$ cat src/rtl/core/http_chunked_stream_decoder_assert.svh
// ----------------------------------------------------------------------------
// Assertion macros shared by the chunked stream decoder RTL
// Each macro places one labelled concurrent assertion on the rising clock
// edge, disabled while the synchronous reset is high.
// ----------------------------------------------------------------------------
`ifndef HTTP_CHUNKED_STREAM_DECODER_ASSERT_SVH
`define HTTP_CHUNKED_STREAM_DECODER_ASSERT_SVH

// Consequent must hold in the same cycle as the antecedent.
`define HCSD_ASSERT_SAME(label, clk, rst, ante, cons) \
  label: assert property (@(posedge clk) disable iff (rst) (ante) |-> (cons)) \
    else $error("hcsd assertion failed");

// Consequent must hold in the cycle after the antecedent.
`define HCSD_ASSERT_NEXT(label, clk, rst, ante, cons) \
  label: assert property (@(posedge clk) disable iff (rst) (ante) |=> (cons)) \
    else $error("hcsd assertion failed");

`endif

$ cat src/rtl/core/hcsd_pkg.sv
// ----------------------------------------------------------------------------
// hcsd_pkg
// Shared types and character constants of the chunked stream decoder.
// ----------------------------------------------------------------------------
`timescale 1ns / 1ps

package hcsd_pkg;

  localparam logic [7:0] CHAR_CR   = 8'h0D;
  localparam logic [7:0] CHAR_LF   = 8'h0A;
  localparam logic [7:0] CHAR_SEMI = 8'h3B;

  // A received byte together with its classification, as queued between
  // the front and back parts.
  typedef struct packed {
    logic [7:0] data;
    logic       is_hex;
    logic [3:0] hex_val;
    logic       is_cr;
    logic       is_lf;
    logic       is_semi;
  } class_t;

endpackage

$ cat src/rtl/core/hcsd_front.sv
// ----------------------------------------------------------------------------
// hcsd_front
// Accepts input bytes and classifies each one ahead of the parser.
// ----------------------------------------------------------------------------
`timescale 1ns / 1ps

module hcsd_front import hcsd_pkg::*; (
  input  logic       in_valid,
  output logic       in_ready,
  input  logic [7:0] data_byte,
  output logic       push,
  output class_t     push_item,
  input  logic       q_full
);

  assign in_ready = !q_full;
  assign push     = in_valid && !q_full;

  always_comb begin
    push_item         = '0;
    push_item.data    = data_byte;
    push_item.is_cr   = (data_byte == CHAR_CR);
    push_item.is_lf   = (data_byte == CHAR_LF);
    push_item.is_semi = (data_byte == CHAR_SEMI);
    if (data_byte >= 8'h30 && data_byte <= 8'h39) begin
      push_item.is_hex  = 1'b1;
      push_item.hex_val = data_byte[3:0];
    end else if ((data_byte >= 8'h61 && data_byte <= 8'h66) ||
                 (data_byte >= 8'h41 && data_byte <= 8'h46)) begin
      // Letters a to f and A to F share their low four bits: value is 9 + low bits.
      push_item.is_hex  = 1'b1;
      push_item.hex_val = 4'd9 + data_byte[3:0];
    end
  end

endmodule

$ cat src/rtl/core/hcsd_queue.sv
// ----------------------------------------------------------------------------
// hcsd_queue
// Two-entry queue of classified bytes between the front and back parts.
// ----------------------------------------------------------------------------
`timescale 1ns / 1ps

module hcsd_queue import hcsd_pkg::*; (
  input  logic   clk,
  input  logic   rst,
  input  logic   push,
  input  class_t push_item,
  output logic   full,
  input  logic   pop,
  output logic   q_valid,
  output class_t head
);

  class_t     mem [2];
  logic       wr_ptr;
  logic       rd_ptr;
  logic [1:0] count;

  assign full    = (count == 2'd2);
  assign q_valid = (count != 2'd0);
  assign head    = mem[rd_ptr];

  always_ff @(posedge clk) begin
    if (rst) begin
      wr_ptr <= 1'b0;
      rd_ptr <= 1'b0;
      count  <= 2'd0;
    end else begin
      if (push) begin
        wr_ptr <= ~wr_ptr;
      end
      if (pop) begin
        rd_ptr <= ~rd_ptr;
      end
      count <= count + {1'b0, push} - {1'b0, pop};
    end
  end

  always_ff @(posedge clk) begin
    if (push) begin
      mem[wr_ptr] <= push_item;
    end
  end

endmodule

$ cat src/rtl/core/hcsd_back.sv
// ----------------------------------------------------------------------------
// hcsd_back
// Chunk framing parser: consumes classified bytes and drives the result
// register, or passes bytes straight through when chunked mode is off.
// ----------------------------------------------------------------------------
`timescale 1ns / 1ps

`include "http_chunked_stream_decoder_assert.svh"

module hcsd_back import hcsd_pkg::*; #(
  parameter int SIZE_BITS = 32
) (
  input  logic       clk,
  input  logic       rst,
  input  logic       cfg_wr_en,
  input  logic       cfg_wr_data,
  input  logic       q_valid,
  input  class_t     head,
  output logic       pop,
  output logic       out_valid,
  input  logic       out_ready,
  output logic       payload_valid,
  output logic [7:0] payload_byte,
  output logic       chunk_done,
  output logic       final_chunk,
  output logic       format_error
);

  typedef enum logic [2:0] {
    PH_SIZE = 3'd0,
    PH_LF   = 3'd1,
    PH_DATA = 3'd2,
    PH_EXT  = 3'd3,
    PH_DCR  = 3'd4,
    PH_DLF  = 3'd5
  } phase_t;

  phase_t                 phase, phase_next;
  logic [SIZE_BITS-1:0]   remaining, remaining_next;
  logic                   chunked_enable;
  logic                   pv, dn, fn, er;
  logic [7:0]             pb;

  assign pop = q_valid && (!out_valid || out_ready);

  always_comb begin
    phase_next     = phase;
    remaining_next = remaining;
    pv = 1'b0;
    pb = 8'd0;
    dn = 1'b0;
    fn = 1'b0;
    er = 1'b0;
    if (!chunked_enable) begin
      pv = 1'b1;
      pb = head.data;
    end else begin
      unique case (phase)
        PH_SIZE: begin
          if (head.is_hex) begin
            if (remaining[SIZE_BITS-1 -: 4] != 4'd0) begin
              er = 1'b1;
            end else begin
              remaining_next = {remaining[SIZE_BITS-5:0], head.hex_val};
            end
          end else if (head.is_cr) begin
            phase_next = PH_LF;
          end else if (head.is_semi) begin
            phase_next = PH_EXT;
          end else begin
            er = 1'b1;
          end
        end
        PH_EXT: begin
          if (head.is_cr) begin
            phase_next = PH_LF;
          end
        end
        PH_LF: begin
          if (head.is_lf) begin
            if (remaining != '0) begin
              phase_next = PH_DATA;
            end else begin
              fn         = 1'b1;
              phase_next = PH_SIZE;
            end
          end else begin
            er = 1'b1;
          end
        end
        PH_DATA: begin
          if (remaining != '0) begin
            pv             = 1'b1;
            pb             = head.data;
            remaining_next = remaining - SIZE_BITS'(1);
            if (remaining == SIZE_BITS'(1)) begin
              dn         = 1'b1;
              phase_next = PH_DCR;
            end
          end else if (head.is_cr) begin
            phase_next = PH_DLF;
          end else begin
            phase_next = PH_DCR;
            er         = 1'b1;
          end
        end
        PH_DCR: begin
          if (head.is_cr) begin
            phase_next = PH_DLF;
          end else begin
            er = 1'b1;
          end
        end
        PH_DLF: begin
          if (head.is_lf) begin
            phase_next     = PH_SIZE;
            remaining_next = '0;
          end else begin
            er = 1'b1;
          end
        end
        default: begin
          phase_next     = PH_SIZE;
          remaining_next = '0;
          er             = 1'b1;
        end
      endcase
    end
  end

  always_ff @(posedge clk) begin
    if (rst) begin
      chunked_enable <= 1'b0;
      phase          <= PH_SIZE;
      remaining      <= '0;
      out_valid      <= 1'b0;
    end else begin
      if (cfg_wr_en) begin
        chunked_enable <= cfg_wr_data;
      end
      if (pop) begin
        phase     <= phase_next;
        remaining <= remaining_next;
        out_valid <= 1'b1;
      end else if (out_ready) begin
        out_valid <= 1'b0;
      end
    end
  end

  // Result payload is loaded on every transfer out of the queue.
  always_ff @(posedge clk) begin
    if (pop) begin
      payload_valid <= pv;
      payload_byte  <= pb;
      chunk_done    <= dn;
      final_chunk   <= fn;
      format_error  <= er;
    end
  end

  `HCSD_ASSERT_SAME(a_err_no_payload, clk, rst, out_valid && format_error, !payload_valid)
  `HCSD_ASSERT_SAME(a_done_has_payload, clk, rst, out_valid && chunk_done, payload_valid)
  `HCSD_ASSERT_SAME(a_final_no_payload, clk, rst, out_valid && final_chunk, !payload_valid)
  `HCSD_ASSERT_NEXT(a_done_to_dcr, clk, rst, pop && dn, phase == PH_DCR && remaining == '0)

endmodule

$ cat src/rtl/core/http_chunked_stream_decoder.sv
// An accepted byte is queued, then registered as a result when the output can take it.
// Throughput: one byte per cycle while the output is not stalled, set by the back-part parser.
// A two-entry queue and the output register let either side stall on its own.
// Reset (rst, synchronous, active high) clears the queue, the output valid flag,
// the parser phase, the size count and chunked mode; no clearing pass is needed.
// ----------------------------------------------------------------------------
// http_chunked_stream_decoder
// Decodes HTTP chunked transfer framing from a byte stream, or passes bytes
// straight through when chunked mode is off.
// ----------------------------------------------------------------------------
`timescale 1ns / 1ps

module http_chunked_stream_decoder import hcsd_pkg::*; #(
  parameter int SIZE_BITS = 32
) (
  input  logic       clk,
  input  logic       rst,
  input  logic       cfg_wr_en,
  input  logic       cfg_wr_data,
  input  logic       in_valid,
  output logic       in_ready,
  input  logic [7:0] data_byte,
  output logic       out_valid,
  input  logic       out_ready,
  output logic       payload_valid,
  output logic [7:0] payload_byte,
  output logic       chunk_done,
  output logic       final_chunk,
  output logic       format_error
);

  logic   push;
  logic   pop;
  logic   q_full;
  logic   q_valid;
  class_t push_item;
  class_t head;

  hcsd_front u_front (
    .in_valid  (in_valid),
    .in_ready  (in_ready),
    .data_byte (data_byte),
    .push      (push),
    .push_item (push_item),
    .q_full    (q_full)
  );

  hcsd_queue u_queue (
    .clk       (clk),
    .rst       (rst),
    .push      (push),
    .push_item (push_item),
    .full      (q_full),
    .pop       (pop),
    .q_valid   (q_valid),
    .head      (head)
  );

  hcsd_back #(
    .SIZE_BITS (SIZE_BITS)
  ) u_back (
    .clk           (clk),
    .rst           (rst),
    .cfg_wr_en     (cfg_wr_en),
    .cfg_wr_data   (cfg_wr_data),
    .q_valid       (q_valid),
    .head          (head),
    .pop           (pop),
    .out_valid     (out_valid),
    .out_ready     (out_ready),
    .payload_valid (payload_valid),
    .payload_byte  (payload_byte),
    .chunk_done    (chunk_done),
    .final_chunk   (final_chunk),
    .format_error  (format_error)
  );

endmodule
$ cat config.mk
export PLATFORM = sky130hd
export DESIGN_NAME = http_chunked_stream_decoder
export DESIGN_NICKNAME = d
export VERILOG_FILES = /design/src/rtl/core/hcsd_pkg.sv /design/src/rtl/core/hcsd_front.sv /design/src/rtl/core/hcsd_queue.sv /design/src/rtl/core/hcsd_back.sv /design/src/rtl/core/http_chunked_stream_decoder.sv
export VERILOG_INCLUDE_DIRS = /design/src /design/src/rtl/core
export SDC_FILE = /design/constraint.sdc
export NUM_CORES = 1
export LEC_CHECK = 0
export ABC_AREA = 1
export BUFFER_PORTS_ARGS = -buffer_cell sky130_fd_sc_hd__buf_2
export CORE_UTILIZATION = 56
export CTS_CLUSTER_SIZE = 24
export DETAILED_ROUTE_END_ITERATION = 7
export HOLD_SLACK_MARGIN = 0.12
export PLACE_DENSITY = 0.74
export SETUP_SLACK_MARGIN = 0.15
export SYNTH_ARGS = -nofsm -noshare
export SYNTH_HDL_FRONTEND = slang
export SYNTH_HIERARCHICAL = 1
export SYNTH_SLANG_ARGS = --single-unit
$ cat constraint.sdc
create_clock -name clk -period 2.31 [get_ports clk]
set_input_delay 0.462 -clock clk [delete_from_list [all_inputs] [get_ports clk]]
set_output_delay 0.462 -clock clk [all_outputs]
set_load 0.02 [all_outputs]
==> flow_summary.toml <==
[run_status]
status = "finished, final reports clean"

[synth]
synth_edf_count = 44
ys_top_cells_by_area = "edfxtp_1 (26%), dfxtp_1 (17%), nand2_1 (16%), nor2_1 (7.6%), inv_1 (4.9%)"
ys_async_sr_fraction = 0
ys_types = 35
yosysWarnings = 6
post-synth-top-count-cell = "nand2_1"
syn-cell-area_um2 = 5090
syn-num-nets = 699
synthFlopType = "edfxtp_1"
yosys-top-cells-count = "nand2_1 (213), nor2_1 (103), inv_1 (66), edfxtp_1 (44), dfxtp_1 (42)"
yosys_register_bits = 86
yosys.area.top_type = "edfxtp_1"
yosysSeqAreaShare = 0.425
netlist_instances = 676
synth_top_area_frac = 0.260
syn_area_per_cell_um2 = 7.53

[floorplan]
ios = 28
placementRows = 34
dieArea_um2 = 9470
die_x_um = 97.3
die_h_um = 97.3
start_util = 0.581
core-area_um2 = 8760

[clock_network]
cts_max_path_buffers = 2
cts_inserted_buffers = 9
htree_levels = 3
cts_sinks = 86
cts_tree = "built"
clk_latency_ns = 0.35
path_clk_slew_ns = 0.09
cts_setup_buffers = 0
root_buffer = "clkbuf_8"

[finish]
antennaDiodeCount = 0
nets = 725
syn_to_final_growth_pct = 7.87
layout-drive-gt1-share = 0.143
multi_input_area_um2 = 2490
fillers = 794
seq_area_um2 = 2160

[placed_design]
place_worst_setup_slack_ns = 0.106
dp_hpwl_um = 8350
gp_congestion = 0.929
io_buffers = 27

[sta]
fin_tns_setup_ns = 0
finalCritPeriodShare = 0.882
period_minus_slack_ns = 2.04
postLayoutSetupSlackWorst_ns = 0.272
tightest_slew_ns = 0.643
finClkSkew_ns = 0.0149
slew_headroom = 0.571
clock.fmax_mhz = 491
hold_viol = 0
holdWs_ns = 0.321
finalSetupViolations = 0
rsz0062_at_grt = "yes"
slew_viol_final = 0

[pwr]
pwr-share-seq = 0.444
switching_share = 0.344
power.share.clock = 0.239
vdd_drop_max_mv = 0.510
power.total_uw = 4380
p_per_area_nw_per_um2 = 798
p_leak_uw = 0.00243
power_switching_uw = 1510
combPwrFrac = 0.317
internal-power_uw = 2870

[global_route]
grtUsageTotal = 0.253
grt_max_degree = 33
antenna_found_initial = 0
grt_first_pass_wirelength_um = 19300
grt_overflow = 0
grt_pass1_vias = 4104

[critical_path]
start_kind = "flop"
worst_path_max_delay_cell = "dfxtp_1"
reg2reg_from = "u_back/remaining[18]"
worst_setup_path_end_kind = "flop"
path_cells = "nor2_1, nand2_1, nor2_1, nand2_1, nor2_4, nand3_2, inv_1, nor2_4, nand2_1, a21oi_2"
cp_common_cell = "nand2_1"
critPathMaxFanout = 16
arrival_ns = 2.32
worst_ep_required_time_ns = 2.59
crit_path_max_incr_delay_ns = 0.47
crit_family = "simple AND/OR/NAND/NOR gates"
cp_num_buf_inv = 1
crit_type = "flop to flop"
worstSetupStartpoint = "u_back/remaining[18]"

[hold_path]
hold_class = "primary input to flop"
hold_start = "data_byte[7]"

[routing]
drt_iter0_drc = 310
drt-total-wl_um = 11900
via_per_inst = 5.49
wl_per_cell_um = 14.6
drt_first_pass_iters = 5
ant_nets = 0
drcViolationCount = 0
num_vias = 4474

[flow_run]
drv_cap = 0
-- cells in the final DEF, fill, tap and decap left out, types with 11 or more instances in the layout --
master | netlist | routed
nand4_1 | 12 | 12
dfxtp_1 | 42 | 42
buf_2 | 1 | 27
nor2_1 | 103 | 102
nand2_1 | 213 | 213
edfxtp_1 | 44 | 44
a21oi_1 | 35 | 34
inv_1 | 66 | 66
a21oi_2 | 12 | 13
buf_4 | 8 | 11
nand3_1 | 35 | 35
o21ai_0 | 22 | 22
-- final timing paths --
| path | endpoint | depth (start not counted) | slack (ns) |
|---|---|---|---|
| max | u_back/remaining[5] | 10 | 0.27 |
| min reg2reg | u_back/out_valid | 2 | 0.49 |
| max reg2reg | u_back/remaining[5] | 10 | 0.27 |
| min | u_queue/mem[1][15] | 1 | 0.32 |
-- final cells by class --
cell class | count | area share
Multi-Input combinational cell | 497 | 0.454
Sequential cell | 86 | 0.394
Timing Repair Buffer | 40 | 0.0469
Inverter | 68 | 0.0465
Tap cell | 108 | 0.0246
Clock buffer | 11 | 0.0239
Clock inverter | 5 | 0.0107
-- cell families after synthesis --
logic type | synth area share
flops | 0.425
compound gates | 0.0993
buf+inv | 0.0905
fa+ha+maj | 0.0221
mux | 0.0428
simple gates | 0.317
xor+xnor | 0.00344
-- per-layer routing --
| layer | global-route usage | vias to the layer above | share of wire |
|---|---|---|---|
| met5 | 0 | - | 0 |
| met4 | 0.0848 | 0 | 0.019 |
| met3 | 0.0345 | 23 | 0.069 |
| met2 | 0.400 | 187 | 0.45 |
| met1 | 0.359 | 2031 | 0.47 |
| li1 | - | 2233 | - |
-- timing repair --
item	in CTS	in global routing
pin swaps	0	1
resized for setup	0	3
cloned	0	1
setup endpoints to repair	1	36
hold buffers	0	0
-- state kept, by name, summed over array words and instances (netlist names), 2 cells and up, named ones only --
register and cells:
u_queue/count 2, u_back/payload_byte 8, u_queue/mem 32, u_back/remaining 32, u_back/phase 3
-- worst register-to-register path, stage by stage (launching register included) --
cell	delay (ns)
dfxtp_1	0.47
nor2_1	0.12
nand2_1	0.16
nor2_1	0.07
nand2_1	0.16
nor2_4	0.06
nand3_2	0.08
inv_1	0.12
nor2_4	0.43
nand2_1	0.15
a21oi_2	0.15
-- through the flow --
| step | area [um2] | cells | util |
|---|---|---|---|
| 4_1_cts | 5470 | 814 | 0.624 |
| 5_1_grt | 5490 | 815 | 0.626 |
| 3_3_place_gp | 5280 | 798 | 0.603 |
| 3_5_place_dp | 5280 | 798 | 0.603 |
| 2_1_floorplan | 5090 | 676 | - |
| 6_report | 5490 | 815 | 0.626 |
-- power groups by stage --
stage / clock, uW / combinational (uW) / sequential (uW)
floorplan: 0 / 924 / 2090
global placement: 0 / 1330 / 1970
detailed placement: 0 / 1360 / 1980
CTS: 1070 / 1380 / 1950
global route: 1140 / 1520 / 1960
finish: 1050 / 1390 / 1940
No activity file was read; power rests on OpenSTA's default activity.
